### config.mk
export PLATFORM = sky130hd
export DESIGN_NAME = lms_div
export DESIGN_NICKNAME = d
export VERILOG_FILES = /design/src/sv/lms_div.sv
export SDC_FILE = /design/constraint.sdc
export NUM_CORES = 1
export LEC_CHECK = 0
export ABC_AREA = 0
export BUFFER_PORTS_ARGS = -buffer_cell sky130_fd_sc_hd__buf_2
export CAP_MARGIN = 10
export CORE_MARGIN = 2
export CORE_UTILIZATION = 25
export DETAILED_ROUTE_END_ITERATION = 8
export PLACE_DENSITY_LB_ADDON = 0.15
export SYNTH_ARGS = -nofsm -noshare
export SYNTH_HDL_FRONTEND = slang
export SYNTH_SLANG_ARGS = --single-unit
export TNS_END_PERCENT = 50
### constraint.sdc
create_clock -name clk_i -period 2.8 [get_ports clk_i]
set_input_delay 0.42 -clock clk_i [delete_from_list [all_inputs] [get_ports clk_i]]
set_output_delay 0.42 -clock clk_i [all_outputs]
set_load 0.05 [all_outputs]
### src/sv/lms_div.sv
// ----------------------------------------------------------------------------
// Mesh smoother divider
// Restoring unsigned divider that retires one quotient bit per cycle.
// ----------------------------------------------------------------------------
module lms_div #(
  parameter int unsigned NW = 49,
  parameter int unsigned DW = 13
) (
  input  logic          clk_i,
  input  logic          rst_ni,
  input  logic          start_i,
  input  logic [NW-1:0] dividend_i,
  input  logic [DW-1:0] divisor_i,
  output logic          done_o,
  output logic [NW-1:0] quotient_o
);

  localparam int unsigned CW = $clog2(NW + 1);

  logic          busy_q;
  logic [CW-1:0] cnt_q;
  logic          done_q;
  logic [DW-1:0] dvs_q;
  logic [DW:0]   rem_q;
  logic [NW-1:0] quo_q;
  logic [DW:0]   trial;
  logic          take;

  assign trial = {rem_q[DW-1:0], quo_q[NW-1]};
  assign take  = trial >= {1'b0, dvs_q};

  always_ff @(posedge clk_i or negedge rst_ni) begin
    if (!rst_ni) begin
      busy_q <= 1'b0;
      cnt_q  <= '0;
      done_q <= 1'b0;
    end else begin
      done_q <= 1'b0;
      if (start_i) begin
        busy_q <= 1'b1;
        cnt_q  <= CW'(NW);
      end else if (busy_q) begin
        cnt_q <= cnt_q - CW'(1);
        if (cnt_q == CW'(1)) begin
          busy_q <= 1'b0;
          done_q <= 1'b1;
        end
      end
    end
  end

  always_ff @(posedge clk_i) begin
    if (start_i) begin
      rem_q <= '0;
      quo_q <= dividend_i;
      dvs_q <= divisor_i;
    end else if (busy_q) begin
      rem_q <= take ? (trial - {1'b0, dvs_q}) : trial;
      quo_q <= {quo_q[NW-2:0], take};
    end
  end

  assign done_o     = done_q;
  assign quotient_o = quo_q;

`ifndef SYNTH
  a_busy_cnt : assert property (@(posedge clk_i) disable iff (!rst_ni)
    busy_q == (cnt_q != '0)) else $error("divider count out of step");
  a_done_after_busy : assert property (@(posedge clk_i) disable iff (!rst_ni)
    done_q |-> $past(busy_q)) else $error("divider done without work");
  a_no_restart : assert property (@(posedge clk_i) disable iff (!rst_ni)
    start_i |-> !busy_q) else $error("divider started while busy");
`endif

endmodule

Word-level counts from Yosys, hierarchy flattened
Index checks and enable logic that the tools add are counted.

Output and inout bits: 50. Logic and storage cells: 22. Bits in registers: 83. Input port bits: 65.

Order comparisons: 1. Add/subtract/negate cells: 2. Mux-type cells: 11. Equality and inequality tests: 1. Reductions and logical operators: 1.

Operators with widths (number): $mux 49 (2); $ge 14x13->1 (1); $mux 13 (1); $sub 13x13->13 (1); $mux 6 (2); $eq 6x1->1 const B (1); $mux 1 (6); $sub 6x1->6 const B (1); $reduce_bool 2->1 (1).

Longest topological paths before layout
Depth after elaboration: 4. Mapped depth: 10. Mapped depth without buffers: 9.

Worst setup path before layout
OpenSTA, ideal clock, no wires.

Path type: register to register. Start: reg quo_q[48] (netlist: quotient_o[48]). End: reg rem_q[10]. Library setup time: 0.091 ns. Buffers on the path: 0. Stages on the path, launching flop included: 10. Setup slack: 0.196 ns. Required time: 2.709 ns. Data arrival time: 2.513 ns. Cells stage by stage: edfxtp_1 -> inv_1 -> ha_1 -> fa_1 -> nor2b_4 -> o31a_1 -> o31ai_4 -> a21o_1 -> a221o_1 -> a311oi_1.

Cells in the longest elaborated chain, start to end: 2. Elaborated cells on any way between the ends: 3. Those cells by class: add/sub (1); order compare (1); mux (1).

Ends and longest elaborated chain: from (decl) (RTL line 25) `logic [NW-1:0] quo_q;`; from (signal assigned) (RTL line 55) `quo_q <= dividend_i;`; from (signal assigned) (RTL line 59) `quo_q <= {quo_q[NW-2:0], take};`; $sub 13x13->13 / $ge 14x13->1 (equally long branches) (RTL line 58, 30); $mux 13 (*) (RTL line 58) `rem_q <= take ? (trial - {1'b0, dvs_q}) : trial;`; to (signal assigned) (RTL line 58); to (decl) (RTL line 24) `logic [DW:0] rem_q;`.

Mark *: on every way between the ends. The rest lies on a longest branch, timed or not. A chain may end at the register's enable or synchronous reset.

Final worst setup path
Start: reg quo_q[48] (netlist: quotient_o[48]). End: reg quo_q[0] (netlist: quotient_o[0]), data pin.

Cells in the longest elaborated chain, start to end: 3.

Ends and longest elaborated chain: $ge 14x13->1 (RTL line 30) `assign take = trial >= {1'b0, dvs_q};`; $mux 49 (RTL line 57) `end else if (busy_q) begin`; $mux 49 (RTL line 53) `if (start_i) begin`.

Every way passes these cells. The select of a mux whose other input is x is not followed.

==> results.yml <==
sta:
  clock-skew-final_ns: 0.00898
  maxSlewHeadroom: 0.557
  max_freq_ghz: 0.384
  worst_pin_slew_ns: 0.657
  setup_tns_ns: 0
  slew_violations: 0
  setup_viol: 0
  hold_viol_final: 0
  finalCritPeriodShare: 0.930
  min_period_ns: 2.60
  rsz0062_at_grt: "false"
critical_path:
  crit_fanout: 9
  slowest_delay_ns: 0.38
  r2r_cells: 9
  reg2reg_slack_ns: 0.20
  crit_chain: "inv_1 > ha_1 > fa_1 > nor2b_4 > o31a_1 > o31ai_4 > a21o_1 > nand2_1 > mux2_2"
  reg2reg_from: "quotient_o[48]"
  critPathLaunchType: "flip-flop"
  required_ns: 2.90
  critical_path_class: "reg -> reg"
  critPathCaptureType: "flip-flop"
  critPathSlowestCell: "edfxtp_1"
  reg2reg_to: "quotient_o[0]"
  worstPathArrival_ns: 2.71
floorplan:
  fp.dieH_um: 133
  die_width_um: 133
  io_pins: 115
  rows: 47
  initial_core_util: 0.254
  die_area_um2: 17800
  core_area_um2: 16500
synthesis:
  synth_seq_cells: 83
  synth_mux_area_frac: 0.137
  synth_compound_area_frac: 0.112
  synth_top_family_by_area: "multiplexers"
  synthXorXnorAreaFrac: 0.0230
  seq_area_frac_synth: 0.554
  synth_area_um2: 4190
  syn_avg_cell_area_um2: 12.7
  synth_cells: 330
  synth.distinct_cells: 56
  synthTopCellsByArea: "edfxtp_1, mux2_2, dfxtp_1, dfrtp_1, ha_1"
  yosysTopAreaCellShare: 0.444
  synthArstFlopShare: 0.0964
  ys.flop_type: "edfxtp_1"
  synth_top_area_cell: "edfxtp_1"
  yosys.area_share.simple: 0.0908
  synth_fa_ha_area_frac: 0.0496
  yosys_warnings: 0
  synth_edf_count: 62
  syn-num-nets: 411
drt:
  routed_wl_um: 9890
  wire_per_inst_um: 14.7
  vias_per_cell: 4.44
  first_pass_iters: 4
  drc_errors: 0
  drt_iter0_drc: 157
  detail-route-antenna-nets: 0
  vias: 2988
power_and_ir_drop:
  power_density_nw_per_um2: 799
  ir_worst_vdd_uv: 270
  p_leak_nw: 2.23
placed_design:
  dp.cells: 656
  dp_hpwl_um: 7040
  port_buffers: 114
  place_congestion: 0.706
cells_and_area:
  area_delta_synth_final_pct: 27.2
  diodes: 0
  drive_above_1_share: 0.446
  final_common_cell: "buf_2"
  nets: 529
  ff_latch_area_um2: 2320
  final_cell_count_no_fill: 673
  multi_input_area_um2: 1730
  fill_cells: 1709
  layout_common_cells: "buf_2, edfxtp_1, mux2_2"
clock_tree:
  cts_resized: 0
  postCtsSetupBuffers: 0
  root_buffer: "clkbuf_16"
  clk_pin_slew_ns: 0.07
  cts_max_path_buffers: 2
  cts_tree: "built"
  htree_levels: 3
  clk_latency_ns: 0.34
  numCtsBuffers: 9
  numClockSinks: 83
worst_hold_path:
  worstHoldEndpoint: "dvs_q[7]"
  hold_start: "divisor_i[7]"
  min-delay-path-class: "in -> reg"
  whs_path_depth: 1
global_routing:
  track_usage: 0.114
  grt_pass1_wl_um: 15700
  grt_pass1_vias: 3004
  grt_max_degree: 52
  antenna_found_initial: 0
  grt_overflow_total: 0
outcome:
  status: "complete, no violations"
job:
  cap_viol_max_count: 0
per-stage QoR:
step | total power [mW] | instance area [um2] | setup slack [ns] | hold WS, ns | utilization
finish | 4.26 | 5330 | 0.195 | 0.251 | 0.324
global route | 4.53 | 5330 | 0.000466 | 0.236 | 0.324
CTS | 4.31 | 5330 | 0.181 | 0.235 | 0.324
detailed placement | 3.15 | 5040 | 0.194 | 0.281 | 0.306
global placement | 3.16 | 5040 | 0.290 | 0.280 | 0.306
floorplan | 2.79 | 4190 | 0.196 | 0.124 | -
registers in the layout (all words and copies together), names as in the netlist:
register,cells
rem_q,13
dvs_q,13
quotient_o,49
cnt_q,6
busy_q,1
done_o,1
what timing repair did:
action / 4_1_cts / 5_1_grt
endpoints found under the hold margin: 8 / 0
hold buffers: 1 / 0
setup endpoints to repair: 0 / 0
synthesized netlist by cell type (2+ instances only):
| library cell | n |
|---|---|
| o21ai_0 | 11 |
| nand2_1 | 10 |
| and2_1 | 2 |
| dfxtp_1 | 13 |
| nor3_1 | 5 |
| edfxtp_1 | 62 |
| xnor2_1 | 6 |
| nand3_1 | 10 |
| or3b_2 | 2 |
| or2_2 | 2 |
| a21oi_1 | 13 |
| nor2b_1 | 4 |
| o22ai_1 | 2 |
| clkbuf_1 | 10 |
| nor2_1 | 20 |
| nand2b_1 | 3 |
| dfrtp_1 | 8 |
| mux2_2 | 50 |
| a31o_2 | 2 |
| o21bai_1 | 2 |
| xor2_1 | 5 |
| a31oi_1 | 4 |
| a311oi_1 | 11 |
| buf_1 | 4 |
| inv_1 | 19 |
| ha_1 | 15 |
| a211oi_1 | 2 |
| o21a_1 | 2 |
| a21o_1 | 4 |
critical path: cells and delay by family (launching register included):
family	cells	cell delay (ns)
flip-flops	1	0.38
AND/OR/NAND/NOR	2	0.25
AO/OA/AOI/OAI	3	0.90
adder cells (fa/ha/maj)	2	0.45
buffers and inverters	1	0.09
multiplexers	1	0.29
routing by layer:
layer  vias up  GRT usage  wire length [um]  share of wire
met3        14     0.0377               643          0.065
li1       1476          -                 -              -
met5         -          0                 0              0
met1      1420      0.148              4550           0.46
met4         0     0.0579               230          0.023
met2        78      0.170              4470           0.45
how the worst max path moves through the flow:
stage | end | cells after the start | from | slack, ns
2_1_floorplan | rem_q[10] | 9 | quotient_o[48] | 0.20
3_3_place_gp | quotient_o[0] | 9 | quotient_o[48] | 0.29
3_5_place_dp | quotient_o[0] | 9 | quotient_o[48] | 0.19
4_1_cts | quotient_o[0] | 9 | quotient_o[48] | 0.18
5_1_grt | quotient_o[0] | 9 | quotient_o[48] | 0.0005
6_report | quotient_o[0] | 9 | quotient_o[48] | 0.20
power breakdown:
part | internal (mW) | switching [mW] | leakage (nW)
logic | 0.573 | 0.913 | 1.26
clock network | 0.609 | 0.518 | 0.126
registers | 1.52 | 0.123 | 0.845
cells by family after synthesis:
group	Yosys count
buffers and inverters	35
AND/OR/NAND/NOR	70
multiplexers	51
AO/OA/AOI/OAI	64
flip-flops	83
XOR/XNOR	11
adder cells (fa/ha/maj)	16
final cells by class:
class	count	area share
clock buffer	10	0.0430
clock inverter	6	0.00916
inverter	19	0.0134
multi-input combinational	212	0.324
sequential	83	0.436
tap	220	0.0517
timing repair buffer	123	0.123
Note: power is estimated with default switching activity, not from simulation.
